<file path="src/rtl/assert_macros.svh">
// assertion helpers shared by the rtl
`ifndef ASSERT_MACROS_SVH
`define ASSERT_MACROS_SVH

// antecedent implies consequent in the same cycle
`define ASSERT_IMPL(label, clk, rst_n, ante, cons) \
    label: assert property (@(posedge clk) disable iff (!rst_n) (ante) |-> (cons)) \
        else $error("assertion failed");

// antecedent implies consequent in the next cycle
`define ASSERT_NEXT(label, clk, rst_n, ante, cons) \
    label: assert property (@(posedge clk) disable iff (!rst_n) (ante) |=> (cons)) \
        else $error("assertion failed");

// property holds at every edge out of reset
`define ASSERT_ALWAYS(label, clk, rst_n, prop) \
    label: assert property (@(posedge clk) disable iff (!rst_n) (prop)) \
        else $error("assertion failed");

`endif

</file>
<file path="src/rtl/shp_pkg.sv">
package shp_pkg;

    typedef struct packed {
        logic [7:0] data_byte;
        logic       end_of_buffer;
    } t_in_item;

    typedef struct packed {
        logic [7:0]  byte_out;
        logic [3:0]  byte_role;
        logic [7:0]  address_index;
        logic [1:0]  verdict;
        logic [8:0]  header_length;
        logic [7:0]  address_type;
        logic [7:0]  address_length;
        logic [7:0]  code;
        logic [15:0] port;
    } t_out_item;

    typedef enum logic [1:0] {
        PH_HEADER  = 2'd0,
        PH_PAYLOAD = 2'd1,
        PH_BAD     = 2'd2
    } t_phase;

    localparam logic [1:0] FMT_REQUEST = 2'd0;
    localparam logic [1:0] FMT_REPLY   = 2'd1;
    localparam logic [1:0] FMT_UDP     = 2'd2;

    localparam logic [3:0] ROLE_FIXED   = 4'd0;
    localparam logic [3:0] ROLE_CODE    = 4'd1;
    localparam logic [3:0] ROLE_ATYP    = 4'd2;
    localparam logic [3:0] ROLE_DLEN    = 4'd3;
    localparam logic [3:0] ROLE_ADDR    = 4'd4;
    localparam logic [3:0] ROLE_PORT_HI = 4'd5;
    localparam logic [3:0] ROLE_PORT_LO = 4'd6;
    localparam logic [3:0] ROLE_PAYLOAD = 4'd7;
    localparam logic [3:0] ROLE_IGNORED = 4'd8;

    localparam logic [1:0] V_PROGRESS   = 2'd0;
    localparam logic [1:0] V_COMPLETE   = 2'd1;
    localparam logic [1:0] V_MALFORMED  = 2'd2;
    localparam logic [1:0] V_INCOMPLETE = 2'd3;

    localparam logic [7:0] SOCKS_VERSION = 8'h05;
    localparam logic [7:0] ATYP_IPV4     = 8'd1;
    localparam logic [7:0] ATYP_DOMAIN   = 8'd3;
    localparam logic [7:0] ATYP_IPV6     = 8'd4;
    localparam logic [7:0] LEN_IPV4      = 8'd4;
    localparam logic [7:0] LEN_IPV6      = 8'd16;

    localparam logic [8:0] POS_ATYP      = 9'd3;
    localparam logic [8:0] POS_DLEN      = 9'd4;
    localparam logic [8:0] POS_CODE      = 9'd1;
    localparam logic [8:0] POS_VERSION   = 9'd0;
    localparam logic [8:0] POS_FRAG      = 9'd2;
    localparam logic [8:0] POS_MAX       = 9'd262;

endpackage

</file>
<file path="src/rtl/socks5_header_parser.sv">
// SOCKS5 header parser: takes one byte per item and returns one result item per byte, labeling
// the byte's role (request, reply or UDP datagram header, chosen by the format register) with
// the header verdict, address info and port. One byte can be accepted every cycle while the
// output is not stalled; a byte passes the input register, then the result register, before
// its result is offered, and a stall on the output side backs up through those two registers
// only. The user must write the format register through i_cfg_we/i_cfg_data only while no
// byte is in flight; the block itself does not enforce this. A byte with end_of_buffer set
// restarts the parser after its own result.
`include "assert_macros.svh"

module socks5_header_parser (
    input  logic               i_clk,
    input  logic               i_rst_n,
    input  logic               i_cfg_we,
    input  logic [1:0]         i_cfg_data,
    input  logic               i_in_valid,
    output logic               o_in_ready,
    input  shp_pkg::t_in_item  i_in_item,
    output logic               o_out_valid,
    input  logic               i_out_ready,
    output shp_pkg::t_out_item o_out_item
);
    import shp_pkg::*;

    logic [1:0] r_format;
    logic       r_in_valid;
    t_in_item   r_in_item;
    logic       r_out_valid;
    t_out_item  r_out_item;
    t_out_item  result;
    logic       advance;
    logic       in_accept;

    assign advance    = r_in_valid && (!r_out_valid || i_out_ready);
    assign o_in_ready = !r_in_valid || advance;
    assign in_accept  = i_in_valid && o_in_ready;

    always_ff @(posedge i_clk) begin
        if (!i_rst_n) begin
            r_format <= FMT_REQUEST;
        end else if (i_cfg_we) begin
            r_format <= i_cfg_data;
        end
    end

    always_ff @(posedge i_clk) begin
        if (!i_rst_n) begin
            r_in_valid <= 1'b0;
        end else if (in_accept) begin
            r_in_valid <= 1'b1;
        end else if (advance) begin
            r_in_valid <= 1'b0;
        end
    end

    always_ff @(posedge i_clk) begin
        if (in_accept) begin
            r_in_item <= i_in_item;
        end
    end

    shp_parse u_parse (
        .i_clk    (i_clk),
        .i_rst_n  (i_rst_n),
        .i_step   (advance),
        .i_format (r_format),
        .i_item   (r_in_item),
        .o_result (result)
    );

    always_ff @(posedge i_clk) begin
        if (!i_rst_n) begin
            r_out_valid <= 1'b0;
        end else if (advance) begin
            r_out_valid <= 1'b1;
        end else if (i_out_ready) begin
            r_out_valid <= 1'b0;
        end
    end

    always_ff @(posedge i_clk) begin
        if (advance) begin
            r_out_item <= result;
        end
    end

    assign o_out_valid = r_out_valid;
    assign o_out_item  = r_out_item;

    `ASSERT_IMPL(a_stall_means_full, i_clk, i_rst_n, !o_in_ready, r_in_valid && r_out_valid)
    `ASSERT_NEXT(a_advance_fills_out, i_clk, i_rst_n, advance, r_out_valid)

endmodule

</file>
<file path="src/rtl/shp_parse.sv">
`include "assert_macros.svh"

module shp_parse (
    input  logic               i_clk,
    input  logic               i_rst_n,
    input  logic               i_step,
    input  logic [1:0]         i_format,
    input  shp_pkg::t_in_item  i_item,
    output shp_pkg::t_out_item o_result
);
    import shp_pkg::*;

    logic [8:0] r_pos, n_pos;
    logic [7:0] r_atyp, n_atyp;
    logic [7:0] r_alen, n_alen;
    logic [7:0] r_code, n_code;
    logic [7:0] r_port_hi, n_port_hi;
    t_phase     r_phase, n_phase;
    logic       r_bad, n_bad;

    logic       udp;
    logic [7:0] b;
    logic       eob;
    logic [8:0] addr_start;
    logic [8:0] rel;
    logic [8:0] alen_ext;

    assign udp        = (i_format == FMT_UDP);
    assign b          = i_item.data_byte;
    assign eob        = i_item.end_of_buffer;
    assign addr_start = (r_atyp == ATYP_DOMAIN) ? (POS_DLEN + 9'd1) : POS_DLEN;
    assign rel        = r_pos - addr_start;
    assign alen_ext   = {1'b0, r_alen};

    always_comb begin
        n_pos     = r_pos;
        n_atyp    = r_atyp;
        n_alen    = r_alen;
        n_code    = r_code;
        n_port_hi = r_port_hi;
        n_phase   = r_phase;
        n_bad     = r_bad;

        o_result               = '0;
        o_result.byte_out      = b;
        o_result.byte_role     = ROLE_IGNORED;

        case (r_phase)
            PH_PAYLOAD: begin
                o_result.byte_role = ROLE_PAYLOAD;
            end
            PH_HEADER: begin
                if (r_pos < POS_ATYP) begin
                    o_result.byte_role = (r_pos == POS_CODE && !udp) ? ROLE_CODE : ROLE_FIXED;
                    if (udp) begin
                        if (r_pos == POS_FRAG && b != 8'd0) begin
                            n_bad = 1'b1;
                        end
                    end else begin
                        if (r_pos == POS_VERSION && b != SOCKS_VERSION) begin
                            n_bad = 1'b1;
                        end
                        if (r_pos == POS_CODE) begin
                            n_code = b;
                        end
                    end
                    n_pos = r_pos + 9'd1;
                end else if (r_pos == POS_ATYP) begin
                    o_result.byte_role = ROLE_ATYP;
                    n_atyp = b;
                    if (b == ATYP_IPV4) begin
                        n_alen = LEN_IPV4;
                    end else if (b == ATYP_IPV6) begin
                        n_alen = LEN_IPV6;
                    end else begin
                        n_alen = 8'd0;
                    end
                    if (r_bad || (b != ATYP_IPV4 && b != ATYP_IPV6 && b != ATYP_DOMAIN)) begin
                        o_result.verdict = V_MALFORMED;
                        n_phase = PH_BAD;
                    end else begin
                        n_pos = POS_DLEN;
                    end
                end else if (r_atyp == ATYP_DOMAIN && r_pos == POS_DLEN) begin
                    o_result.byte_role = ROLE_DLEN;
                    n_alen = b;
                    n_pos = r_pos + 9'd1;
                end else begin
                    if (rel < alen_ext) begin
                        o_result.byte_role = ROLE_ADDR;
                        o_result.address_index = rel[7:0];
                    end else if (rel == alen_ext) begin
                        o_result.byte_role = ROLE_PORT_HI;
                        n_port_hi = b;
                    end else begin
                        o_result.byte_role = ROLE_PORT_LO;
                        o_result.port = {r_port_hi, b};
                        o_result.verdict = V_COMPLETE;
                        o_result.header_length = r_pos + 9'd1;
                        n_phase = PH_PAYLOAD;
                    end
                    n_pos = r_pos + 9'd1;
                end
            end
            default: begin
                o_result.byte_role = ROLE_IGNORED;
            end
        endcase

        // buffer ended before the header did
        if (eob && r_phase == PH_HEADER && o_result.verdict == V_PROGRESS) begin
            o_result.verdict = udp ? V_MALFORMED : V_INCOMPLETE;
        end

        o_result.address_type   = n_atyp;
        o_result.address_length = n_alen;
        o_result.code           = udp ? 8'd0 : n_code;

        // last byte of a buffer restarts the parser
        if (eob) begin
            n_pos     = '0;
            n_atyp    = '0;
            n_alen    = '0;
            n_code    = '0;
            n_port_hi = '0;
            n_phase   = PH_HEADER;
            n_bad     = 1'b0;
        end
    end

    always_ff @(posedge i_clk) begin
        if (!i_rst_n) begin
            r_pos     <= '0;
            r_atyp    <= '0;
            r_alen    <= '0;
            r_code    <= '0;
            r_port_hi <= '0;
            r_phase   <= PH_HEADER;
            r_bad     <= 1'b0;
        end else if (i_step) begin
            r_pos     <= n_pos;
            r_atyp    <= n_atyp;
            r_alen    <= n_alen;
            r_code    <= n_code;
            r_port_hi <= n_port_hi;
            r_phase   <= n_phase;
            r_bad     <= n_bad;
        end
    end

    `ASSERT_ALWAYS(a_pos_bound, i_clk, i_rst_n, r_pos <= POS_MAX)
    `ASSERT_NEXT(a_complete_to_payload, i_clk, i_rst_n,
        i_step && o_result.verdict == V_COMPLETE && !eob, r_phase == PH_PAYLOAD)
    `ASSERT_IMPL(a_malformed_where, i_clk, i_rst_n,
        i_step && o_result.verdict == V_MALFORMED, o_result.byte_role == ROLE_ATYP || eob)

endmodule
</file>
<file path="config.mk">
export PLATFORM = sky130hd
export DESIGN_NAME = socks5_header_parser
export DESIGN_NICKNAME = d
export VERILOG_FILES = /design/src/rtl/shp_pkg.sv /design/src/rtl/socks5_header_parser.sv /design/src/rtl/shp_parse.sv
export VERILOG_INCLUDE_DIRS = /design/src /design/src/rtl
export SDC_FILE = /design/constraint.sdc
export NUM_CORES = 1
export LEC_CHECK = 0
export ABC_CLOCK_PERIOD_IN_PS = 5130
export BUFFER_PORTS_ARGS = -buffer_cell sky130_fd_sc_hd__buf_2
export CORE_MARGIN = 2
export CORE_UTILIZATION = 40
export CTS_CLUSTER_DIAMETER = 40
export DETAILED_ROUTE_END_ITERATION = 16
export GPL_ROUTABILITY_DRIVEN = 0
export GPL_TIMING_DRIVEN = 0
export HOLD_SLACK_MARGIN = 0.12
export PLACE_DENSITY = 0.61
export SLEW_MARGIN = 25
export SYNTH_ARGS = -nofsm -noshare
export SYNTH_HDL_FRONTEND = slang
export SYNTH_HIERARCHICAL = 1
export SYNTH_SLANG_ARGS = --single-unit
</file>
<file path="constraint.sdc">
create_clock -name i_clk -period 5.13 [get_ports i_clk]
set_clock_uncertainty 0.2 [all_clocks]
set_input_delay 0.513 -clock i_clk [delete_from_list [all_inputs] [get_ports i_clk]]
set_output_delay 0.513 -clock i_clk [all_outputs]
set_load 0.01 [all_outputs]
</file>
==> out/metrics.csv, run 1 <==
stage;metric;value;unit
sta;setup_viol;0;
setup_path;cp-end-kind;flip-flop;
detailed_routing;wl;14300;um
sta;slew_headroom;45.5;%
setup_path;max_stage_delay;0.56;ns
place;dp.cells;802;
clocking;cts_resized;0;
synth;syn_inst;528;
power;irDropWorstVdd;0.204;mV
synth;synth.net_count;558;
global_route;grt_pass1_vias;4307;
status;status;completed;
global_route;grt_overflow;0;
clocking;clk_latency;0.42;ns
setup_path;path_class;flip-flop to flip-flop;
synth;ys_types;69;
final_layout;area_growth;23.1;%
floorplan;initial_core_util;41.2;%
place;numPortBuffers;88;
detailed_routing;drc;0;
sta;hold_viol;0;
setup_path;start_kind;flip-flop;
setup_path;cp_data_arrival_time;4.55;ns
flow_run;cap_violations;0;
setup_path;critPathMaxFanout;8;
sta;slew_violations;0;
worst_hold_path;hold_class;input port to flip-flop;
synth;syn_area_per_cell;11.4;um2
clocking;htree_num_levels;4;
setup_path;path_cells;or4_4 > nor2_1 > ha_1 > inv_1 > o21ai_0 > nand2b_1 > nor4_1 > xor2_1 > ha_1 > nor3_1 > o211ai_1 > o221ai_1 > or4_1 > or3b_1 > buf_2 > mux2i_1;
floorplan;die_area;16000;um2
final_layout;nets;676;
synth;ys_async_sr_fraction;0;%
floorplan;io_pins;89;
place;dpl_cell_area;6740;um2
final_layout;final_common_cell;buf_2;
final_layout;drive_gt1_share;27.5;%
floorplan;dieWidth;127;um
floorplan;die_y;127;um
detailed_routing;avgRoutedWirePerCell;17.0;um
detailed_routing;drtAntennaViolNets;0;
global_route;gr-usage-all-layers;18.4;%
floorplan;core;14600;um2
synth;yosysSeqAreaShare;55.9;%
place;dpl.hpwl;10000;um
clocking;cts_tree;yes;
power;leakagePower;2.89;nW
detailed_routing;drt_pass1_iterations;5;
synth;netlist_area;6010;um2
detailed_routing;first_iter_violations;326;
setup_path;slowest_stage;or4_4;
final_layout;num_antenna_cells;0;
setup_path;reg2regPathDepth;16;
synth;ys.flop_type;edfxtp_1;
setup_path;cp.required;5.22;ns
clocking;cts-buffers-inserted;17;
setup_path;crit_top_cell;ha_1;
clocking;cts_root_buf;clkbuf_16;
synth;ys_ff_latch;128;
floorplan;num_rows;44;
sta;fmax;224;MHz
final_layout;instances_no_fill;843;
global_route;grt_pass1_wl;22900;um
sta;finalCritPeriodShare;86.9;%
clocking;clock_sinks;128;
sta;fin_crit;4.46;ns
detailed_routing;dr_total_vias;4445;
power;power_density;331;nW/um2
synth;yosysWarnings;6;
synth;synth-edff-count;80;
final_layout;finalInstanceArea;7400;um2
clocking;path_clk_slew;0.06;ns
final_layout;final_cell_mix;buf_2 (96), edfxtp_1 (80), dfxtp_1 (48), nor2_1 (43), nand2_1 (34);
global_route;antenna_found_initial;0;
sta;rsz0062_at_grt;false;
clocking;cts_buffer_depth;2;
sta;tightest_slew;0.817;ns
detailed_routing;viasPerCell;5.27;
global_route;grt_start_max_net_pins;30;
worst_hold_path;worstHoldPathCells;3;
routing by layer:
layer	share of wire [%]	global-route usage, %	routed length, um
met2	46	28.1	6600
met3	6.7	5.15	961
met4	1.7	6.79	243
met5	0	0	0
met1	46	25.1	6540
final timing paths:
kind	startpoint	endpoint	slack (ns)
setup reg to reg	u_parse/r_atyp[3]$_SDFFE_PN0P_	u_parse/r_port_hi[4]$_SDFFE_PN0P_	0.67
hold reg to reg	u_parse/r_port_hi[6]$_SDFFE_PN0P_	u_parse/r_port_hi[6]$_SDFFE_PN0P_	0.27
hold / removal	i_in_valid	r_in_valid$_SDFFE_PN0P_	0.15
setup / recovery	u_parse/r_atyp[3]$_SDFFE_PN0P_	u_parse/r_port_hi[4]$_SDFFE_PN0P_	0.67
per-stage QoR:
step | hold slack, ns | TNS, ns | worst slack [ns] | total power, W | utilization [%]
2_1_floorplan | 0.241 | 0 | 1.12 | 0.00124 | -
3_3_place_gp | 0.258 | -0.0453 | -0.0156 | 0.00129 | 45.8
3_5_place_dp | 0.263 | 0 | 0.714 | 0.00130 | 46.2
4_1_cts | 0.137 | 0 | 0.702 | 0.00247 | 50.8
5_1_grt | 0.158 | 0 | 0.347 | 0.00254 | 50.8
6_report | 0.150 | 0 | 0.674 | 0.00245 | 50.8
synth_stat cells (all sizes together) (17+ instances only):
library cell	instances	share of area, %
mux2i	18	3.0
o21ai	18	1.5
buf	25	3.1
edfxtp	80	40
nand2	35	2.3
clkbuf	20	2.1
dfxtp	48	16
nor2b	27	2.9
a21oi	17	1.5
nand3	27	2.2
a22oi	18	2.2
nor2	44	2.8
state kept, by name, indices dropped and copies added, names as in the netlist:
name	cells
r_format	2
u_parse/r_pos	9
o_out_valid	1
u_parse/r_bad	1
o_out_item	71
u_parse/r_port_hi	8
u_parse/r_code	8
r_in_valid	1
u_parse/r_alen	8
u_parse/r_phase	2
u_parse/r_atyp	8
r_in_item	9
cells by family after synthesis:
group,after synthesis,synth area share (%)
muxes,25,4.31
DFF,128,55.9
and+or+nand+nor,197,18.3
adders and majority gates,14,2.91
buffers and inverters,61,6.14
AOI/OAI and AO/OA,88,10.2
xor gates and xnor gates,15,2.18
power breakdown:
group          total (W)  internal (W)  switching [W]
Combinational   0.000147     0.0000578      0.0000892
Sequential       0.00114       0.00112      0.0000135
Clock            0.00117      0.000734       0.000433
Total            0.00245       0.00192       0.000535
worst max-delay path: cells and delay by family (launching register included):
kind            cells  cell delay [ns]
simple gates        7             2.15
compound gates      3             0.57
fa+ha+maj           2             0.43
flops               1             0.32
xor+xnor            1             0.26
buf+inv             2             0.25
mux                 1             0.15
timing repair:
item                      4_1_cts  5_1_grt
hold endpoints to repair        9        0
setup buffers                   0        0
hold buffers                    9        0
area by class of cell:
| type | count | area [um2] |
|---|---|---|
| multi-input combinational | 339 | 2290 |
| clock inverter | 11 | 115 |
| buffer | 45 | 309 |
| inverter | 16 | 60.1 |
| fill | 1301 | 7180 |
| tap | 184 | 230 |
| clock buffer | 21 | 460 |
| sequential | 128 | 3360 |
| timing repair buffer | 99 | 578 |
Note: power is estimated with default switching activity, not from simulation.
==> run 2: changes to the inputs <==
--- a/config.mk
+++ b/config.mk
@@ -10,11 +10,12 @@
 export BUFFER_PORTS_ARGS = -buffer_cell sky130_fd_sc_hd__buf_2
 export CORE_MARGIN = 2
 export CORE_UTILIZATION = 40
+export CTS_BUF_LIST = sky130_fd_sc_hd__clkbuf_2 sky130_fd_sc_hd__clkbuf_4 sky130_fd_sc_hd__clkbuf_8
 export CTS_CLUSTER_DIAMETER = 40
 export DETAILED_ROUTE_END_ITERATION = 16
 export GPL_ROUTABILITY_DRIVEN = 0
 export GPL_TIMING_DRIVEN = 0
-export HOLD_SLACK_MARGIN = 0.12
+export HOLD_SLACK_MARGIN = 0.15
 export PLACE_DENSITY = 0.61
 export SLEW_MARGIN = 25
 export SYNTH_ARGS = -nofsm -noshare
==> out/metrics.csv, run 2 (same netlist as run 1, synthesis figures left out) <==
stage;metric;value;unit;change
clocking;cts_root_buf;clkbuf_8;;was clkbuf_16
sta;setup_viol;0;;unchanged
sta;slew_violations;0;;unchanged
final_layout;drive_gt1_share;27.5;%;about the same
setup_path;worstReg2RegEnd;u_parse/r_port_hi[4]$_SDFFE_PN0P_;;unchanged
final_layout;final_util;49.9;%;was 50.8%
floorplan;initial_core_util;41.2;%;unchanged
final_layout;final_common_cell;buf_2;;unchanged
sta;final.setup.tns;0;ns;unchanged
power;irDropWorstVdd;0.226;mV;was 0.204 mV
sta;slew_headroom;45.2;%;was 45.5%
setup_path;reg2regPathDepth;16;;unchanged
setup_path;path_class;flip-flop to flip-flop;;unchanged
detailed_routing;drtAntennaViolNets;0;;unchanged
clocking;cts_setup_buffers;0;;unchanged
global_route;gr-usage-all-layers;18.4;%;about the same
setup_path;startpoint;u_parse/r_atyp[3]$_SDFFE_PN0P_;;unchanged
final_layout;largest_register_ffs;71;;unchanged
floorplan;die_y;127;um;unchanged
detailed_routing;drt_pass1_iterations;5;;unchanged
floorplan;dieWidth;127;um;unchanged
global_route;grt_overflow;0;;unchanged
sta;fmax;224;MHz;about the same
setup_path;worstReg2RegStart;u_parse/r_atyp[3]$_SDFFE_PN0P_;;unchanged
floorplan;core;14600;um2;unchanged
detailed_routing;viasPerCell;5.25;;was 5.27
global_route;grt_start_max_net_pins;30;;unchanged
clocking;clk_latency;0.44;ns;was 0.42 ns
detailed_routing;avgRoutedWirePerCell;16.8;um;was 17.0 um
clocking;cts-buffers-inserted;17;;unchanged
place;numPortBuffers;88;;unchanged
clocking;clock_sinks;128;;unchanged
power;power_density;294;nW/um2;was 331 nW/um2
power;p_sw;0.000493;W;was 0.000535 W
flow_run;cap_violations;0;;unchanged
power;p_seq_share;53.1;%;was 46.4%
final_layout;finalInstanceArea;7280;um2;was 7400 um2
power;switching_share;23.1;%;was 21.8%
place;dpl_cell_area;6740;um2;unchanged
detailed_routing;dr_total_vias;4457;;was 4445
floorplan;die_area;16000;um2;unchanged
place;dp.cells;802;;unchanged
clocking;cts_tree;yes;;unchanged
status;status;completed;;unchanged
floorplan;num_rows;44;;unchanged
power;intPower;0.00165;W;was 0.00192 W
final_layout;fill_cells;1314;;was 1301
final_layout;nets;682;;was 676
final_layout;final_cell_mix;buf_2 (96), edfxtp_1 (80), dfxtp_1 (48), nor2_1 (43), nand2_1 (34);;unchanged
detailed_routing;first_iter_violations;303;;was 326
setup_path;cp_data_arrival_time;4.58;ns;was 4.55 ns
sta;rsz0062_at_grt;false;;unchanged
power;power.share.clock;39.9;%;was 47.6%
clocking;htree_num_levels;4;;unchanged
setup_path;start_kind;flip-flop;;unchanged
clocking;path_clk_slew;0.07;ns;was 0.06 ns
setup_path;cp.required;5.25;ns;was 5.22 ns
setup_path;cp-end-kind;flip-flop;;unchanged
place;dpl_worst_slack;0.714;ns;unchanged
final_layout;area_growth;21.1;%;was 23.1%
setup_path;critPathMaxFanout;8;;unchanged
power;leakagePower;2.84;nW;was 2.89 nW
sta;setup_ws;0.675;ns;was 0.674 ns
setup_path;endpoint;u_parse/r_port_hi[4]$_SDFFE_PN0P_;;unchanged
detailed_routing;drc;0;;unchanged
sta;fin_crit;4.45;ns;was 4.46 ns
power;pwr-share-comb;7.0;%;was 6.0%
final_layout;instances_no_fill;849;;was 843
global_route;grt_pass1_wl;22800;um;was 22900 um
floorplan;io_pins;89;;unchanged
place;dpl.hpwl;10000;um;unchanged
clocking;cts_buffer_depth;2;;unchanged
global_route;antenna_found_initial;0;;unchanged
global_route;grt_pass1_vias;4344;;was 4307
final_layout;num_antenna_cells;0;;unchanged
worst_hold_path;hold_class;input port to flip-flop;;unchanged
sta;finalCritPeriodShare;86.8;%;was 86.9%
detailed_routing;wl;14300;um;about the same
setup_path;r2r_setup_slack;0.68;ns;was 0.67 ns
sta;tightest_slew;0.821;ns;was 0.817 ns
sta;hold_viol;0;;unchanged
[run 2: final cells by class]
cell class                 count  area, um2  area share (%)
buffer                        45        309            4.24
inverter                      16       60.1           0.825
multi-input combinational    339       2290            31.4
timing repair buffer         105        638            8.76
sequential                   128       3360            46.2
tap                          184        230            3.16
clock inverter                11        115            1.58
clock buffer                  21        277            3.80
[run 2: metal layers]
layer / vias to the layer above / GRT usage [%] / routed length (um)
li1: 2149 / - / -
met1: 2140 / 24.9 / 6550
met2: 156 / 28.4 / 6620
met3: 12 / 5.69 / 947
met4: 0 / 6.01 / 162
met5: - / 0 / 0
[run 2: repair_timing]
| item | CTS | global route |
|---|---|---|
| gates resized for setup | 0 | 0 |
| hold buffers | 15 | 0 |
| endpoints found under the hold margin | 13 | 0 |
[run 2: critical path, cell delays in order, from the launching register on]
cell	delay, ns
dfxtp_1	0.32
or4_4	0.56
nor2_1	0.18
ha_1	0.20
inv_1	0.04
o21ai_0	0.27
nand2b_1	0.12
nor4_1	0.32
xor2_1	0.26
ha_1	0.23
nor3_1	0.06
o211ai_1	0.08
o221ai_1	0.23
or4_1	0.52
or3b_1	0.38
buf_2	0.21
mux2i_1	0.14
[run 2: power groups by stage]
stage / Combinational, W / Sequential (W) / Clock, W
after global placement: 0.000134 / 0.00116 / 0
after CTS: 0.000151 / 0.00114 / 0.000877
after floorplan: 0.0000693 / 0.00117 / 0
final: 0.000150 / 0.00114 / 0.000852
after detailed placement: 0.000141 / 0.00116 / 0
after global routing: 0.000162 / 0.00114 / 0.000924
[run 2: how the worst min path moves through the flow]
stage                                                  from                                end  slack [ns]  cells after the start
final                                              i_cfg_we           r_format[1]$_SDFFE_PN0P_        0.21                      3
after global routing                            i_out_ready           o_out_valid$_SDFFE_PN0P_        0.23                      3
after CTS                                          i_cfg_we           r_format[1]$_SDFFE_PN0P_        0.17                      3
after detailed placement  u_parse/r_port_hi[6]$_SDFFE_PN0P_  u_parse/r_port_hi[6]$_SDFFE_PN0P_        0.26                      2
after global placement    u_parse/r_port_hi[1]$_SDFFE_PN0P_  u_parse/r_port_hi[1]$_SDFFE_PN0P_        0.26                      2
after floorplan                  u_parse/r_bad$_SDFFE_PN0P_         u_parse/r_bad$_SDFFE_PN0P_        0.24                      2
[run 2: through the flow]
step	total power (W)	hold slack, ns
5_1_grt	0.00223	0.225
6_report	0.00214	0.208
2_1_floorplan	0.00124	0.241
3_5_place_dp	0.00130	0.263
3_3_place_gp	0.00129	0.258
4_1_cts	0.00216	0.173
